--- config.mk ---
export PLATFORM = sky130hd
export DESIGN_NAME = modbus_tcp_read_holding_responder
export DESIGN_NICKNAME = d
export VERILOG_FILES = /design/src/rtl/core/mbrh_pkg.sv /design/src/rtl/core/mbrh_regfile.sv /design/src/rtl/core/mbrh_frame.sv /design/src/rtl/core/mbrh_seq.sv /design/src/rtl/core/modbus_tcp_read_holding_responder.sv
export SDC_FILE = /design/constraint.sdc
export NUM_CORES = 1
export LEC_CHECK = 0
export BUFFER_PORTS_ARGS = -buffer_cell sky130_fd_sc_hd__buf_2
export CAP_MARGIN = 30
export CORE_UTILIZATION = 40
export DETAILED_ROUTE_END_ITERATION = 10
export SLEW_MARGIN = 20
export SYNTH_ARGS = -nofsm -noshare
export SYNTH_HDL_FRONTEND = slang
export SYNTH_SLANG_ARGS = --single-unit
--- constraint.sdc ---
create_clock -name aclk -period 7.5 [get_ports aclk]
set_clock_uncertainty 0.15 [all_clocks]
set_input_delay 0.375 -clock aclk [delete_from_list [all_inputs] [get_ports aclk]]
set_output_delay 0.375 -clock aclk [all_outputs]
set_load 0.05 [all_outputs]
--- src/rtl/core/mbrh_pkg.sv ---
package mbrh_pkg;

    localparam int NUM_REGS  = 8;
    localparam int FRAME_LEN = 12;
    localparam int REG_AW    = (NUM_REGS > 1) ? $clog2(NUM_REGS) : 1;
    localparam int RESP_MAX  = 9 + 2 * NUM_REGS;
    localparam int IDX_W     = $clog2(RESP_MAX);

    localparam logic [7:0] FUNC_READ_HOLDING = 8'h03;
    localparam logic [7:0] EXC_FLAG          = 8'h80;
    localparam logic [7:0] EXC_BAD_FUNCTION  = 8'h01;
    localparam logic [7:0] EXC_BAD_ADDRESS   = 8'h02;

    localparam logic CFG_UNIT_ID     = 1'b0;
    localparam logic CFG_REGS_IN_USE = 1'b1;

    localparam logic ACT_FRAME_BYTE = 1'b0;
    localparam logic ACT_LOAD       = 1'b1;

    localparam logic [IDX_W-1:0] POS_TID_HI   = IDX_W'(0);
    localparam logic [IDX_W-1:0] POS_TID_LO   = IDX_W'(1);
    localparam logic [IDX_W-1:0] POS_PROTO_HI = IDX_W'(2);
    localparam logic [IDX_W-1:0] POS_PROTO_LO = IDX_W'(3);
    localparam logic [IDX_W-1:0] POS_LEN_HI   = IDX_W'(4);
    localparam logic [IDX_W-1:0] POS_LEN_LO   = IDX_W'(5);
    localparam logic [IDX_W-1:0] POS_UNIT     = IDX_W'(6);
    localparam logic [IDX_W-1:0] POS_FUNC     = IDX_W'(7);
    localparam logic [IDX_W-1:0] POS_TAIL     = IDX_W'(8);
    localparam logic [IDX_W-1:0] POS_DATA     = IDX_W'(9);

    typedef enum logic [1:0] {
        ST_IDLE,
        ST_DECODE,
        ST_SEND
    } seq_state_t;

    typedef struct packed {
        logic [15:0] tid;
        logic [7:0]  func;
        logic [15:0] start;
        logic [15:0] count;
    } frame_t;

endpackage

--- src/rtl/core/mbrh_regfile.sv ---
module mbrh_regfile (
    input  logic                       aclk,
    input  logic                       aresetn,
    input  logic                       wr_en,
    input  logic [2:0]                 wr_idx,
    input  logic signed [31:0]         wr_value,
    input  logic [mbrh_pkg::REG_AW-1:0] rd_addr,
    output logic [15:0]                rd_data
);

    logic [15:0] regs_reg [mbrh_pkg::NUM_REGS];
    logic [15:0] sat_value;
    logic [mbrh_pkg::REG_AW-1:0] wr_addr;

    always_comb begin
        if (wr_value[31]) begin
            sat_value = 16'h0000;
        end else if (|wr_value[30:16]) begin
            sat_value = 16'hFFFF;
        end else begin
            sat_value = wr_value[15:0];
        end
    end

    assign wr_addr = mbrh_pkg::REG_AW'(wr_idx);

    always_ff @(posedge aclk) begin
        if (!aresetn) begin
            for (int i = 0; i < mbrh_pkg::NUM_REGS; i++) begin
                regs_reg[i] <= 16'h0000;
            end
        end else if (wr_en && (int'(wr_idx) < mbrh_pkg::NUM_REGS)) begin
            regs_reg[wr_addr] <= sat_value;
        end
    end

    assign rd_data = (int'(rd_addr) < mbrh_pkg::NUM_REGS) ? regs_reg[rd_addr] : 16'h0000;

endmodule

--- src/rtl/core/mbrh_frame.sv ---
module mbrh_frame (
    input  logic                 aclk,
    input  logic                 aresetn,
    input  logic                 byte_en,
    input  logic [7:0]           rx_byte,
    output logic                 frame_done,
    output mbrh_pkg::frame_t     frame
);

    logic [7:0] frame_bytes_reg [mbrh_pkg::FRAME_LEN-1];
    logic [7:0] final_byte_reg;
    logic [3:0] pos_reg;
    logic [3:0] pos_next;
    logic       at_end;

    assign at_end     = (pos_reg == 4'(mbrh_pkg::FRAME_LEN - 1));
    assign frame_done = byte_en && at_end;

    always_comb begin
        pos_next = pos_reg;
        if (byte_en) begin
            pos_next = at_end ? 4'd0 : pos_reg + 4'd1;
        end
    end

    always_ff @(posedge aclk) begin
        if (!aresetn) begin
            pos_reg <= 4'd0;
        end else begin
            pos_reg <= pos_next;
        end
    end

    always_ff @(posedge aclk) begin
        if (byte_en) begin
            if (at_end) begin
                final_byte_reg <= rx_byte;
            end else begin
                frame_bytes_reg[pos_reg] <= rx_byte;
            end
        end
    end

    assign frame.tid   = {frame_bytes_reg[0], frame_bytes_reg[1]};
    assign frame.func  = frame_bytes_reg[7];
    assign frame.start = {frame_bytes_reg[8], frame_bytes_reg[9]};
    assign frame.count = {frame_bytes_reg[10], final_byte_reg};

endmodule

--- src/rtl/core/mbrh_seq.sv ---
module mbrh_seq (
    input  logic                        aclk,
    input  logic                        aresetn,
    input  logic                        frame_done,
    input  mbrh_pkg::frame_t            frame,
    input  logic [7:0]                  unit_id,
    input  logic [3:0]                  regs_in_use,
    output logic                        in_ready,
    output logic [mbrh_pkg::REG_AW-1:0] rd_addr,
    input  logic [15:0]                 rd_data,
    output logic                        out_valid,
    output logic [7:0]                  out_byte,
    output logic                        out_last,
    input  logic                        out_ready
);

    localparam int IW = mbrh_pkg::IDX_W;
    localparam int AW = mbrh_pkg::REG_AW;

    mbrh_pkg::seq_state_t state_reg, state_next;

    logic [IW-1:0] idx_reg, idx_next;
    logic [IW-1:0] last_idx_reg, last_idx_next;
    logic [AW-1:0] addr_reg, addr_next;
    logic          exc_reg, exc_next;
    logic [7:0]    code_reg, code_next;
    logic [15:0]   len_reg, len_next;
    logic [7:0]    bcnt_reg, bcnt_next;
    logic          valid_reg, valid_next;
    logic [7:0]    data_reg, data_next;
    logic          last_reg, last_next;

    logic          decode_en;
    logic          send_active;
    logic          send_step;
    logic          is_last;
    logic [16:0]   add_a, add_b, add_sum;
    logic [16:0]   limit;
    logic          bad_func;
    logic          bad_addr;
    logic [7:0]    cur_byte;

    // shared adder: range sum while decoding, byte index while sending
    always_comb begin
        if (decode_en) begin
            add_a = {1'b0, frame.start};
            add_b = {1'b0, frame.count};
        end else begin
            add_a = 17'(idx_reg);
            add_b = 17'd1;
        end
    end
    assign add_sum = add_a + add_b;

    assign limit    = (17'(regs_in_use) > 17'(mbrh_pkg::NUM_REGS)) ?
                      17'(mbrh_pkg::NUM_REGS) : 17'(regs_in_use);
    assign bad_func = (frame.func != mbrh_pkg::FUNC_READ_HOLDING);
    assign bad_addr = (add_sum > limit);

    always_comb begin
        state_next = state_reg;
        unique case (state_reg)
            mbrh_pkg::ST_IDLE: begin
                if (frame_done) begin
                    state_next = mbrh_pkg::ST_DECODE;
                end
            end
            mbrh_pkg::ST_DECODE: begin
                state_next = mbrh_pkg::ST_SEND;
            end
            mbrh_pkg::ST_SEND: begin
                if (send_step && is_last) begin
                    state_next = mbrh_pkg::ST_IDLE;
                end
            end
            default: begin
                state_next = mbrh_pkg::ST_IDLE;
            end
        endcase
    end

    always_comb begin
        in_ready    = 1'b0;
        decode_en   = 1'b0;
        send_active = 1'b0;
        unique case (state_reg)
            mbrh_pkg::ST_IDLE:   in_ready    = 1'b1;
            mbrh_pkg::ST_DECODE: decode_en   = 1'b1;
            mbrh_pkg::ST_SEND:   send_active = 1'b1;
            default:             in_ready    = 1'b0;
        endcase
    end

    assign send_step = send_active && (!valid_reg || out_ready);
    assign is_last   = (idx_reg == last_idx_reg);
    assign rd_addr   = addr_reg;

    always_comb begin
        unique case (idx_reg)
            mbrh_pkg::POS_TID_HI:   cur_byte = frame.tid[15:8];
            mbrh_pkg::POS_TID_LO:   cur_byte = frame.tid[7:0];
            mbrh_pkg::POS_PROTO_HI: cur_byte = 8'h00;
            mbrh_pkg::POS_PROTO_LO: cur_byte = 8'h00;
            mbrh_pkg::POS_LEN_HI:   cur_byte = len_reg[15:8];
            mbrh_pkg::POS_LEN_LO:   cur_byte = len_reg[7:0];
            mbrh_pkg::POS_UNIT:     cur_byte = unit_id;
            mbrh_pkg::POS_FUNC:     cur_byte = exc_reg ?
                                        (mbrh_pkg::FUNC_READ_HOLDING | mbrh_pkg::EXC_FLAG) :
                                        mbrh_pkg::FUNC_READ_HOLDING;
            mbrh_pkg::POS_TAIL:     cur_byte = exc_reg ? code_reg : bcnt_reg;
            default:                cur_byte = idx_reg[0] ? rd_data[15:8] : rd_data[7:0];
        endcase
    end

    always_comb begin
        idx_next      = idx_reg;
        last_idx_next = last_idx_reg;
        addr_next     = addr_reg;
        exc_next      = exc_reg;
        code_next     = code_reg;
        len_next      = len_reg;
        bcnt_next     = bcnt_reg;
        valid_next    = valid_reg && !out_ready;
        data_next     = data_reg;
        last_next     = last_reg;
        if (decode_en) begin
            idx_next  = mbrh_pkg::POS_TID_HI;
            addr_next = AW'(frame.start);
            exc_next  = bad_func || bad_addr;
            code_next = bad_func ? mbrh_pkg::EXC_BAD_FUNCTION : mbrh_pkg::EXC_BAD_ADDRESS;
            bcnt_next = {frame.count[6:0], 1'b0};
            if (bad_func || bad_addr) begin
                len_next      = 16'd3;
                last_idx_next = mbrh_pkg::POS_TAIL;
            end else begin
                len_next      = {frame.count[14:0], 1'b0} + 16'd3;
                last_idx_next = mbrh_pkg::POS_TAIL + IW'({frame.count[IW-2:0], 1'b0});
            end
        end
        if (send_step) begin
            valid_next = 1'b1;
            data_next  = cur_byte;
            last_next  = is_last;
            idx_next   = IW'(add_sum);
            // advance after the low byte of each register
            if ((idx_reg > mbrh_pkg::POS_DATA) && !idx_reg[0]) begin
                addr_next = addr_reg + AW'(1);
            end
        end
    end

    always_ff @(posedge aclk) begin
        if (!aresetn) begin
            state_reg <= mbrh_pkg::ST_IDLE;
            valid_reg <= 1'b0;
        end else begin
            state_reg <= state_next;
            valid_reg <= valid_next;
        end
    end

    always_ff @(posedge aclk) begin
        idx_reg      <= idx_next;
        last_idx_reg <= last_idx_next;
        addr_reg     <= addr_next;
        exc_reg      <= exc_next;
        code_reg     <= code_next;
        len_reg      <= len_next;
        bcnt_reg     <= bcnt_next;
        data_reg     <= data_next;
        last_reg     <= last_next;
    end

    assign out_valid = valid_reg;
    assign out_byte  = data_reg;
    assign out_last  = last_reg;

endmodule

--- src/rtl/core/modbus_tcp_read_holding_responder.sv ---
// After the twelfth request byte the sequencer decodes, then registers the first response
// byte. Throughput: one response byte per cycle while m_tready is high; a response of
// 9 to 9+2*NUM_REGS bytes keeps s_tready low from decode until its last byte is registered.
// Request bytes and register loads are accepted back to back while idle.
// Reset (aresetn low, synchronous): frame position and register file cleared,
// unit id 1, registers in use 8, output empty.
module modbus_tcp_read_holding_responder (
    input  logic        aclk,
    input  logic        aresetn,
    input  logic        s_tvalid,
    output logic        s_tready,
    input  logic [47:0] s_tdata,   // rx_byte[7:0], reg_index[10:8], reg_value[42:11]
    input  logic        s_tuser,   // action
    output logic        m_tvalid,
    input  logic        m_tready,
    output logic [7:0]  m_tdata,   // tx_byte[7:0]
    output logic        m_tlast,
    input  logic        cfg_we,
    input  logic        cfg_index,
    input  logic [7:0]  cfg_wdata
);

    logic        [7:0]  unit_id_reg;
    logic        [3:0]  regs_in_use_reg;
    logic               in_xfer;
    logic               byte_en;
    logic               load_en;
    logic               frame_done;
    mbrh_pkg::frame_t   frame;
    logic [mbrh_pkg::REG_AW-1:0] rd_addr;
    logic        [15:0] rd_data;

    always_ff @(posedge aclk) begin
        if (!aresetn) begin
            unit_id_reg     <= 8'd1;
            regs_in_use_reg <= 4'd8;
        end else if (cfg_we) begin
            unique case (cfg_index)
                mbrh_pkg::CFG_UNIT_ID:     unit_id_reg     <= cfg_wdata;
                mbrh_pkg::CFG_REGS_IN_USE: regs_in_use_reg <= cfg_wdata[3:0];
                default:                   unit_id_reg     <= unit_id_reg;
            endcase
        end
    end

    assign in_xfer = s_tvalid && s_tready;
    assign byte_en = in_xfer && (s_tuser == mbrh_pkg::ACT_FRAME_BYTE);
    assign load_en = in_xfer && (s_tuser == mbrh_pkg::ACT_LOAD);

    mbrh_regfile u_regfile (
        .aclk     (aclk),
        .aresetn  (aresetn),
        .wr_en    (load_en),
        .wr_idx   (s_tdata[10:8]),
        .wr_value (s_tdata[42:11]),
        .rd_addr  (rd_addr),
        .rd_data  (rd_data)
    );

    mbrh_frame u_frame (
        .aclk       (aclk),
        .aresetn    (aresetn),
        .byte_en    (byte_en),
        .rx_byte    (s_tdata[7:0]),
        .frame_done (frame_done),
        .frame      (frame)
    );

    mbrh_seq u_seq (
        .aclk        (aclk),
        .aresetn     (aresetn),
        .frame_done  (frame_done),
        .frame       (frame),
        .unit_id     (unit_id_reg),
        .regs_in_use (regs_in_use_reg),
        .in_ready    (s_tready),
        .rd_addr     (rd_addr),
        .rd_data     (rd_data),
        .out_valid   (m_tvalid),
        .out_byte    (m_tdata),
        .out_last    (m_tlast),
        .out_ready   (m_tready)
    );

    a_done_leaves_idle: assert property (@(posedge aclk) disable iff (!aresetn)
        frame_done |=> !s_tready)
        else $error("sequencer stayed idle after a complete frame");

    a_idle_pending_is_last: assert property (@(posedge aclk) disable iff (!aresetn)
        (s_tready && m_tvalid) |-> m_tlast)
        else $error("idle with a pending byte that does not end a response");

    a_return_on_last: assert property (@(posedge aclk) disable iff (!aresetn)
        $rose(s_tready) |-> (m_tvalid && m_tlast))
        else $error("returned to idle before the final response byte");

endmodule
==> flow_summary_export.csv <==
group,metric,value,unit
clocking,htree_levels,1,
setup_path,max_stage_delay,0.92,ns
layout,diodes,0,
detailed_routing,wl_per_cell,19.9,µm
layout,fin_util,47.2,%
clocking,ctsRootBufferMaster,"clkbuf_16",
setup_path,crit_family,"simple AND/OR/NAND/NOR gates",
detailed_routing,route.detailed.drc,0,
timing,hold_viol_final,0,
timing,tns,0,ns
setup_path,worstPathArrival,6.24,ns
clocking,numCtsBuffers,27,
logic_synthesis,async_reset_ff_share,0,%
layout,nets,1117,
placement,placed_cell_area,12500,µm²
logic_synthesis,ys_seq_area_share,61.9,%
global_routing,grt_max_degree,36,
detailed_routing,finalWirelength,28400,µm
logic_synthesis,yosys_warnings,0,
detailed_routing,drtIter0Drc,577,
layout,multi_input_area,4230,µm²
logic_synthesis,synth_edf_count,227,
min_path,hp-class,"primary input to flip-flop",
power_and_ir_drop,power-per-cell-area,220,nW/µm²
die,fp.dieW,173,µm
clocking,clock-sinks,249,
global_routing,grt_pass1_wl,44300,µm
outcome,status,"complete, no violations",
detailed_routing,drtPass1Iterations,4,
logic_synthesis,syn_area_per_cell,12.6,µm²
timing,fmax,164,MHz
logic_synthesis,synth_area,11700,µm²
layout,drive_gt1_share,17.2,%
setup_path,timing_worst_setup_path_type,"flip-flop to flip-flop",
clocking,clk_latency,0.55,ns
power_and_ir_drop,ir_worst_vdd,0.185,mV
placement,io_buffers,68,
global_routing,overflow,0,
die,start_util,40.7,%
placement,globalplace.congestion,0.833,
layout,seq_area,7260,µm²
detailed_routing,num_vias,7585,
power_and_ir_drop,p_leak,4.91,nW
clocking,cts_tree,"built",
logic_synthesis,syn_inst,931,
layout,final_area,13600,µm²
timing,max_slew_margin,37.1,%
die,core_area,28800,µm²
logic_synthesis,synth-seq-cells,249,
setup_path,critical_path.slowest_cell,"or4_1",
logic_synthesis,syn_nets,1022,
setup_path,end_kind,"flip-flop",
setup_path,cp_cell_sequence,"nand2b_1, clkinv_1, buf_4, nand2_1, nand2_1, ha_1, inv_1, fa_1, inv_1, ha_1, a2111oi_0, o2111ai_1, nor3_1, nand4_1, or4_1, or3_1",
timing,rsz0062_at_grt,"false",
global_routing,antenna_found_initial,0,
setup_path,crit_fanout,18,
clocking,cts_resized,0,
die,rows,62,
die,die_h,173,µm
detailed_routing,postRouteAntennaNets,0,
timing,setup_viol,0,
clocking,clock_path_buffers,3,
setup_path,cp.required,7.65,ns
layout,area_growth,16.0,%
job,drv_cap,0,
global_routing,grt_pass1_vias,7829,
logic_synthesis,yosysUniqueCellTypes,56,
die,dieArea,30000,µm²
timing,tightest_slew,0.920,ns
die,io_pins,74,
placement,dp_hpwl,18900,µm
timing,finalMaxSlewViolations,0,
clocking,clk_pin_slew_worst_paths,0.06,ns
layout,nFillCells,2584,
power_and_ir_drop,power,2.99,mW
setup_path,cp_num_buf_inv,4,
setup_path,start_kind,"flip-flop",
layout,largest_register_ffs,128,
global_routing,track_usage,19.4,%
timing,timing.hold.ws,0.0188,ns
clocking,post-cts-setup-buffers,0,
timing,fin_crit,6.09,ns
logic_synthesis,ys.flop_type,"edfxtp_1",
timing,timing.final.crit_share,81.2,%
detailed_routing,routed_via_density,5.30,
-- per-layer routing --
layer / share of wire [%] / up-vias / wire length, µm / track usage [%]
li1: - / 3620 / - / -
met1: 42 / 3735 / 11800 / 24.6
met2: 51 / 189 / 14500 / 34.2
met3: 4.5 / 41 / 1290 / 2.35
met4: 2.8 / 0 / 794 / 7.04
met5: 0 / - / 0 / 0
-- final timing paths --
kind	start	to	slack [ns]	cells past startpoint
worst max-delay path	u_seq.state_reg[1]	u_seq.len_reg[1]	1.41	16
worst min-delay path	s_tdata[7]	u_frame.frame_bytes_reg[0][7]	0.02	1
worst max register to register	u_seq.state_reg[1]	u_seq.len_reg[1]	1.41	16
worst min register to register	regs_in_use_reg[0]	regs_in_use_reg[0]	0.32	2
-- where the power goes --
part / leakage, nW / switching (mW) / internal [mW]
Sequential: 2.37 / 0.0111 / 1.55
Clock: 0.413 / 0.536 / 0.733
Combinational: 2.13 / 0.0900 / 0.0724
-- cells in the final DEF, fill, tap and decap left out, types with 6 or more instances in the layout --
cell	count
xor2_1	8
clkinv_1	8
xnor2_1	16
mux4_2	40
a221oi_1	6
and2_1	35
clkbuf_16	27
edfxtp_1	227
dfxtp_1	21
ha_1	27
o21bai_1	19
o21ai_0	12
nor2b_1	15
nand4_1	8
nor3_2	10
nor3_1	20
a31oi_1	6
nand2b_1	9
inv_1	19
a22oi_1	8
dlygate4sd3_1	18
mux2i_1	10
nand2_1	94
buf_4	16
buf_2	70
a21boi_0	13
clkbuf_1	6
a21oi_1	23
nand3_1	21
nor2_1	165
-- timing repair --
action                                  in CTS  in global routing
hold buffers                                17                  1
endpoints found under the setup margin       0                  0
endpoints found under the hold margin       38                  5
-- cell families after synthesis --
group | Yosys count | share of synthesized area [%]
buffers and inverters | 63 | 2.09
multiplexers | 50 | 8.54
flip-flops | 249 | 61.9
XOR/XNOR | 24 | 1.79
AO/OA/AOI/OAI | 114 | 6.70
adder cells (fa/ha/maj) | 28 | 3.05
AND/OR/NAND/NOR | 403 | 15.9
-- Yosys cell counts, types with 5 or more instances --
| library cell | n | share of area (%) |
|---|---|---|
| nand3_1 | 21 | 0.90 |
| a221oi_1 | 6 | 0.45 |
| xnor2_1 | 16 | 1.2 |
| nand2_1 | 94 | 3.0 |
| mux4_2 | 40 | 7.7 |
| clkbuf_1 | 36 | 1.2 |
| and3_1 | 5 | 0.27 |
| edfxtp_1 | 227 | 58 |
| nand4_1 | 8 | 0.43 |
| o21ai_0 | 12 | 0.51 |
| xor2_1 | 8 | 0.60 |
| nor3_2 | 9 | 0.77 |
| o21bai_1 | 19 | 1.2 |
| o21a_1 | 5 | 0.32 |
| nand2b_1 | 9 | 0.48 |
| nor2b_1 | 15 | 0.80 |
| a21boi_0 | 13 | 0.83 |
| inv_1 | 20 | 0.64 |
| or3_1 | 5 | 0.27 |
| mux2i_1 | 10 | 0.85 |
| dfxtp_1 | 22 | 3.8 |
| nor2_1 | 165 | 5.3 |
| a21oi_1 | 23 | 0.98 |
| a31oi_1 | 6 | 0.32 |
| and2_1 | 35 | 1.9 |
| nor3_1 | 21 | 0.90 |
| nor4_1 | 5 | 0.27 |
| ha_1 | 27 | 2.9 |
| a22oi_1 | 8 | 0.51 |
-- cell type report --
type	count	share of cell area, %
flip-flops and latches	249	53.4
multi-input cells	619	31.1
well taps	384	3.53
clock buffers	33	5.13
repair buffers	108	5.23
inverters	21	0.580
clock inverters	16	1.06
-- stage by stage --
step	std cells	worst slack [ns]
after floorplan	931	2.21
after global placement	1356	1.54
after detailed placement	1358	1.33
after CTS	1424	1.32
after global routing	1430	1.13
final	1430	1.41
No activity file was read; power rests on OpenSTA's default activity.
